## src/design/wmo_pkg.sv

```systemverilog
`timescale 1ns / 1ps
`default_nettype none
// Shared types and constants for the wavetable morph oscillator.
// No dependencies; imported by every module of the block.
package wmo_pkg;

  // table geometry
  localparam int TABLE_BITS      = 10;
  localparam int WAVE_BITS       = 3;
  localparam int MAX_WAVES       = 1 << WAVE_BITS;
  localparam int MEM_AW          = WAVE_BITS + TABLE_BITS;
  localparam int MEM_DEPTH       = 1 << MEM_AW;
  localparam int PHASE_FRAC_BITS = 16;
  localparam int PHASE_W         = TABLE_BITS + PHASE_FRAC_BITS;

  // morph position in units of 1/(3*32768)
  localparam int POS_ONE       = 98304;
  localparam int POS_W         = 20;
  localparam int REM_W         = 17;
  localparam int FRAC_W        = 15;
  localparam int SETTING_W     = 13;
  localparam int SETTING_MAX   = 4096;
  localparam int RECIP3        = 43691;  // ceil(2^17 / 3)
  localparam int RECIP3_SHIFT  = 17;

  // stream payload
  localparam int S_TDATA_W = 64;
  localparam int M_TDATA_W = 16;
  localparam int CFG_IDX_W = 2;
  localparam int CFG_DAT_W = 26;
  localparam int WAVES_W   = 4;

  // command codes carried in s_tuser
  localparam logic CMD_LOAD   = 1'b0;
  localparam logic CMD_SAMPLE = 1'b1;

  // register indexes
  localparam logic [CFG_IDX_W-1:0] REG_PHASE_STEP = 2'd0;
  localparam logic [CFG_IDX_W-1:0] REG_MORPH      = 2'd1;
  localparam logic [CFG_IDX_W-1:0] REG_WAVES      = 2'd2;

  typedef enum logic [5:0] {
    S_IDLE = 6'b000001,
    S_POS  = 6'b000010,
    S_DIV  = 6'b000100,
    S_RDA  = 6'b001000,
    S_RDB  = 6'b010000,
    S_GAIN = 6'b100000
  } wmo_state_t;

  typedef struct packed {
    logic load_wr;   // store a table word from the input beat
    logic start;     // latch sample fields
    logic step_pos;  // form clamped morph position
    logic step_div;  // split position, read lower table
    logic step_a;    // lower product, read upper table
    logic step_b;    // upper product and sum
    logic step_out;  // gain, saturate, advance phase
  } wmo_cmd_t;

endpackage
`default_nettype wire

```

## src/design/wmo_ctrl.sv

```systemverilog
`timescale 1ns / 1ps
`default_nettype none
// Controller FSM for the wavetable morph oscillator.
// Depends on wmo_pkg; drives wmo_datapath through wmo_cmd_t.
module wmo_ctrl
  import wmo_pkg::*;
(
  input  wire logic     clk,
  input  wire logic     rst,
  input  wire logic     s_tvalid,
  output logic          s_tready,
  input  wire logic     s_tuser,
  output logic          m_tvalid,
  input  wire logic     m_tready,
  output wmo_cmd_t      cmd
);

  wmo_state_t state, state_next;
  logic       m_tvalid_next;
  logic       out_free;
  logic       in_beat;

  assign s_tready = (state == S_IDLE);
  assign in_beat  = s_tvalid & s_tready;
  assign out_free = !m_tvalid || m_tready;

  always_comb begin
    state_next = state;
    unique case (state)
      S_IDLE: if (in_beat && s_tuser == CMD_SAMPLE) state_next = S_POS;
      S_POS:  state_next = S_DIV;
      S_DIV:  state_next = S_RDA;
      S_RDA:  state_next = S_RDB;
      S_RDB:  state_next = S_GAIN;
      S_GAIN: if (out_free) state_next = S_IDLE;
      default: state_next = S_IDLE;
    endcase
  end

  always_comb begin
    cmd          = '0;
    cmd.load_wr  = in_beat && (s_tuser == CMD_LOAD);
    cmd.start    = in_beat && (s_tuser == CMD_SAMPLE);
    cmd.step_pos = (state == S_POS);
    cmd.step_div = (state == S_DIV);
    cmd.step_a   = (state == S_RDA);
    cmd.step_b   = (state == S_RDB);
    cmd.step_out = (state == S_GAIN) && out_free;
  end

  always_comb begin
    if (cmd.step_out) m_tvalid_next = 1'b1;
    else if (m_tready) m_tvalid_next = 1'b0;
    else m_tvalid_next = m_tvalid;
  end

  always_ff @(posedge clk) begin
    if (rst) begin
      state    <= S_IDLE;
      m_tvalid <= 1'b0;
    end else begin
      state    <= state_next;
      m_tvalid <= m_tvalid_next;
    end
  end

endmodule
`default_nettype wire

```

## config.mk

```make
export PLATFORM = sky130hd
export DESIGN_NAME = wmo_ctrl
export DESIGN_NICKNAME = d
export VERILOG_FILES = /design/src/design/wmo_pkg.sv /design/src/design/wmo_ctrl.sv
export SDC_FILE = /design/constraint.sdc
export NUM_CORES = 1
export LEC_CHECK = 0
export BUFFER_PORTS_ARGS = -buffer_cell sky130_fd_sc_hd__buf_4
export CAP_MARGIN = 20
export CORE_AREA = 2 2 39 41
export CTS_CLUSTER_DIAMETER = 200
export DETAILED_ROUTE_END_ITERATION = 16
export DIE_AREA = 0 0 41 43
export HOLD_SLACK_MARGIN = 0.02
export SLEW_MARGIN = 20
export SYNTH_ARGS = -nofsm -noshare
export SYNTH_HDL_FRONTEND = slang
export SYNTH_SLANG_ARGS = --single-unit
```

## constraint.sdc

```tcl
create_clock -name clk -period 2.05 [get_ports clk]
set_input_delay 0.5125 -clock clk [delete_from_list [all_inputs] [get_ports clk]]
set_output_delay 0.5125 -clock clk [all_outputs]
set_load 0.02 [all_outputs]
```

==> flow_summary.toml, run 1 <==
[die]
dieArea_um2 = 1760
row_count = 14
die_w_um = 41
coreArea_um2 = 1380
io-pin-count = 14
die_height_um = 43
start_util = 0.270

[critical_path]
cp_top_family = "simple AND/OR/NAND/NOR gates"
max_stage_delay_ns = 0.53
critPathLaunchType = "flip-flop"
slowest_stage = "or4_4"
critPathArrivalTime_ns = 1.85
endpoint_kind = "primary output"
cp.required_ns = 1.54
cp_num_buf_inv = 1
worstPathCellList = "or4_4 -> or3b_4 -> nor3b_4 -> buf_6"
critical_path_class = "flip-flop to primary output"
crit_fanout = 3

[logic_synthesis]
synth-seq-area-share = 0.375
yosysUniqueCellTypes = 24
ys_ff_latch = 7
syn-mean-instance-area_um2 = 8.91
synth_cells = 42
synth-warning-count = 0
syn_nets = 47
syn-cell-area_um2 = 374

[status]
status = "finished with violations"
violations = "negative setup slack"

[detailed_routing]
drt-pass1-iter-count = 4
ant_nets = 0
drt_iter0_markers = 4
vias_per_cell = 5.05
wirelength_um = 959
wl_per_cell_um = 12.3
remaining_drc_errors = 0
via_count = 394

[clock_network]
htree_levels = 1
clkTransAtPathRegs_ns = 0.06
numClockSinks = 7
hold_buffers = 0
cts_root_buf = "clkbuf_4"
clock_path_buffers = 2
cts_tree = "yes"
clk_latency_ns = 0.26
cts_buffers = 3

[global_route]
overflow = 0
grt_pass1_wl_um = 1610
grt_use_total = 0.134
grt_pass1_vias = 393
antenna_found_initial = 0
grt_max_degree = 10

[power]
power_density_nw_per_um2 = 547
vdd_ir_drop_max_v = 0.000282
power.leakage_nw = 0.267

[sta]
fin_ws_ns = -0.315
max_freq_mhz = 423
max-slew-margin-rel = 0.710
fin_hold_ws_ns = 0.470
rsz0062_at_grt = "yes"
hold_viol = 0
setup_viol = 4
drv_slew = 0
clock_skew_ns = 0.00917
fin_crit_ns = 2.37
min_period_over_period = 1.15
tightest_slew_ns = 0.434

[job]
drv_cap = 0

[place]
port_buffers = 13
dp.cells = 72
dp_hpwl_um = 667
gp_congestion = 0.699

[finish]
drive_gt1_frac = 0.613
antennaDiodeCount = 0
final_util = 0.460
final_cells = 78
final_nets = 68
mostFrequentLayoutCells = "13 x buf_4, 6 x buf_6, 4 x dfxtp_2"
area_growth_pct = 70.2
final_common_cell = "buf_4"

[min_path]
hold_path_class = "input port to flip-flop"
routing by layer:
layer	up-vias	global-route usage	wire, um
met5	-	0	0
met4	0	0.0600	0
met3	0	0.0314	20
met2	7	0.191	473
met1	188	0.183	464
li1	199	-	-
final timing paths:
kind / startpoint / endpoint / slack (ns) / depth (start not counted)
setup / recovery: state[2] / cmd[6] / -0.32 / 4
hold / removal: rst / state[3] / 0.47 / 2
setup reg to reg: state[2] / state[0] / 0.30 / 6
hold reg to reg: m_tvalid / m_tvalid / 0.51 / 2
kinds of logic after synthesis:
kind of cell / synth area share
buffers and inverters: 0.0535
XOR/XNOR: 0.0234
multiplexers: 0.0268
AND/OR/NAND/NOR: 0.421
flip-flops: 0.375
AO/OA/AOI/OAI: 0.100
cells in the mapped netlist:
cell / number / share of area
or4_1: 1 / 0.020
or4b_2: 1 / 0.027
o21ai_0: 2 / 0.027
buf_4: 1 / 0.020
a2111oi_1: 1 / 0.027
nand2_1: 1 / 0.010
nor3_1: 3 / 0.040
mux2i_1: 1 / 0.027
nor4bb_1: 1 / 0.027
nor2b_1: 3 / 0.050
nor4_1: 3 / 0.050
clkbuf_1: 2 / 0.020
and2_1: 1 / 0.017
a211oi_1: 1 / 0.020
nand3b_1: 1 / 0.020
clkinv_2: 1 / 0.013
or3b_4: 1 / 0.030
or4b_1: 2 / 0.054
nand2b_1: 1 / 0.017
nor2_1: 2 / 0.020
dfxtp_1: 7 / 0.37
a21oi_1: 2 / 0.027
nor3b_1: 2 / 0.040
xor2_1: 1 / 0.023
what timing repair did:
| action | 4_1_cts | 5_1_grt |
|---|---|---|
| buffers inserted | 2 | 0 |
| pin swaps | 3 | 1 |
| gates resized for setup | 15 | 4 |
| setup endpoints to repair | 7 | 7 |
report_power, final:
group / total [W] / switching (W) / internal, W
Sequential: 0.000149 / 0.00000977 / 0.000140
Combinational: 0.0000675 / 0.0000314 / 0.0000362
Clock: 0.000132 / 0.0000598 / 0.0000717
Total: 0.000348 / 0.000101 / 0.000248
cell type report:
cell class | instances | area, um2
fillers | 138 | 747
multi-input cells | 31 | 270
repair buffers | 19 | 165
flip-flops and latches | 7 | 145
clock buffers | 3 | 22.5
well taps | 16 | 20.0
inverters | 1 | 8.76
clock inverters | 1 | 5.00
stage by stage:
stage	cell area [um2]	setup TNS [ns]	power, W	setup WS [ns]
after floorplan	388	-0.0308	0.000182	-0.0308
after global placement	520	-0.0344	0.000203	-0.0344
after detailed placement	520	-0.0573	0.000204	-0.0573
after CTS	617	-0.867	0.000348	-0.311
after global routing	637	-1.10	0.000367	-0.364
final	637	-0.874	0.000348	-0.315
flip-flops by register name, indices dropped and copies added (netlist names):
register and count:
m_tvalid 1, state 6
(Power assumes the default switching activity.)
==> run 2, diff against run 1 <==
--- a/config.mk
+++ b/config.mk
@@ -5,12 +5,12 @@
 export SDC_FILE = /design/constraint.sdc
 export NUM_CORES = 1
 export LEC_CHECK = 0
-export BUFFER_PORTS_ARGS = -buffer_cell sky130_fd_sc_hd__buf_4
 export CAP_MARGIN = 20
 export CORE_AREA = 2 2 39 41
 export CTS_CLUSTER_DIAMETER = 200
 export DETAILED_ROUTE_END_ITERATION = 16
 export DIE_AREA = 0 0 41 43
+export DONT_BUFFER_PORTS = 1
 export HOLD_SLACK_MARGIN = 0.02
 export SLEW_MARGIN = 20
 export SYNTH_ARGS = -nofsm -noshare
==> run 2 against run 1 <==
Net effect: the flow still finishes with violations (negative setup slack); global-route usage shrank 1.1 points; die area stayed put; utilization down 5.6 points; sequential share of layout area up 3.4 points; hold slack worse by 0.15 ns; first-iteration DRC count is 75% lower; combinational power decreased by 29%; clock-buffer cell count stayed put; cell area down 12%; largest cell class unchanged; largest power group unchanged.
==> flow_summary.toml, run 2 (synthesis results as in run 1) <==
[power]
power.leakage_nw = 0.209
power_switching_w = 0.0000896
p_clk_frac = 0.394
vdd_ir_drop_max_v = 0.000214
swShare = 0.277
comb_power_share = 0.148
p_int_w = 0.000234
seqPwrFrac = 0.458
power_density_nw_per_um2 = 579

[clock_network]
cts_buffers = 3
numClockSinks = 7
clkTransAtPathRegs_ns = 0.06
htree_levels = 1
cts_tree = "yes"
cts_root_buf = "clkbuf_4"
clk_latency_ns = 0.25
post_cts_buffers = 0
clock_path_buffers = 2
hold_buffers = 0

[sta]
rsz0062_at_grt = "yes"
min_period_over_period = 1.14
fin_ws_ns = -0.280
max_freq_mhz = 429
max-slew-margin-rel = 0.748
fin_hold_ws_ns = 0.316
tightest_slew_ns = 0.377
drv_slew = 0
hold_viol = 0
fin_crit_ns = 2.33
clock_skew_ns = 0.00845
setup_viol = 5

[place]
dp_hpwl_um = 614
gp_congestion = 0.684
place_ws_ns = -0.00708
port_buffers = 0

[critical_path]
endpoint_kind = "primary output"
worst-r2r-setup-slack_ns = 0.31
critPathLaunchType = "flip-flop"
critPathArrivalTime_ns = 1.82
critical_path_class = "flip-flop to primary output"
cp.required_ns = 1.54
crit_fanout = 3

[finish]
largest_register_ffs = 6
area_growth_pct = 49.5
antennaDiodeCount = 0
final_nets = 58
largest_register = "state"
top_regs = "state: 6 flops, m_tvalid: 1 flops"
mostFrequentLayoutCells = "5 x buf_6, 5 x dfxtp_2, 4 x buf_4"
drive_gt1_frac = 0.558

[detailed_routing]
wirelength_um = 892
drt_iter0_markers = 1
via_count = 351
remaining_drc_errors = 0
drt-pass1-iter-count = 2
ant_nets = 0
vias_per_cell = 5.16
wl_per_cell_um = 13.1

[die]
die_height_um = 43
dieArea_um2 = 1760
io-pin-count = 14
coreArea_um2 = 1380
start_util = 0.270
row_count = 14
die_w_um = 41

[global_route]
grt_use_total = 0.122
grt_pass1_vias = 331
grt_max_degree = 10
overflow = 0
grt_pass1_wl_um = 1410
antenna_found_initial = 0

[status]
status = "finished with violations"
violations = "negative setup slack"

[min_path]
hold_path_class = "input port to flip-flop"

[job]
drv_cap = 0
## run 2: cell type report
type	instances	area, um2
fillers	142	825
inverters	1	8.76
clock buffers	3	22.5
clock inverters	1	5.00
well taps	16	20.0
flip-flops and latches	7	146
multi-input cells	31	270
repair buffers	9	86.3
## run 2: worst paths after layout
path / startpoint / endpoint / depth (start not counted)
hold reg to reg: state[0] / state[3] / 1
hold / removal: rst / state[2] / 1
setup / recovery: state[2] / cmd[6] / 3
setup reg to reg: state[2] / state[0] / 6
## run 2: per-stage QoR
| step | cell area [um2] | utilization | power, W | cells | TNS (ns) |
|---|---|---|---|---|---|
| floorplan | 388 | - | 0.000182 | 42 | -0.0308 |
| global placement | 460 | 0.333 | 0.000190 | 64 | 0 |
| detailed placement | 460 | 0.333 | 0.000190 | 64 | -0.00708 |
| CTS | 534 | 0.386 | 0.000323 | 68 | -0.791 |
| global route | 559 | 0.404 | 0.000347 | 68 | -1.15 |
| finish | 559 | 0.404 | 0.000324 | 68 | -0.752 |
## run 2: what timing repair did
item                                    CTS  global route
endpoints found under the setup margin    6             7
pin swaps                                 2             1
gates cloned                              0             0
gates resized for setup                  13             6
## run 2: worst max-delay path: stages (launching register included)
cell and delay [ns]:
dfxtp_2 0.32, or4_4 0.52, or3b_4 0.42, nor3b_4 0.30
## run 2: layer usage
metal	global-route usage	wire (um)
met1	0.151	393
met2	0.169	457
met3	0.0314	28
met4	0.100	12
met5	0	0
## run 2: power groups by stage
stage,combinational [W],sequential (W),clock [W]
2_1_floorplan,0.0000389,0.000143,0
3_3_place_gp,0.0000414,0.000149,0
3_5_place_dp,0.0000416,0.000149,0
4_1_cts,0.0000448,0.000147,0.000131
5_1_grt,0.0000521,0.000149,0.000146
6_report,0.0000479,0.000148,0.000127
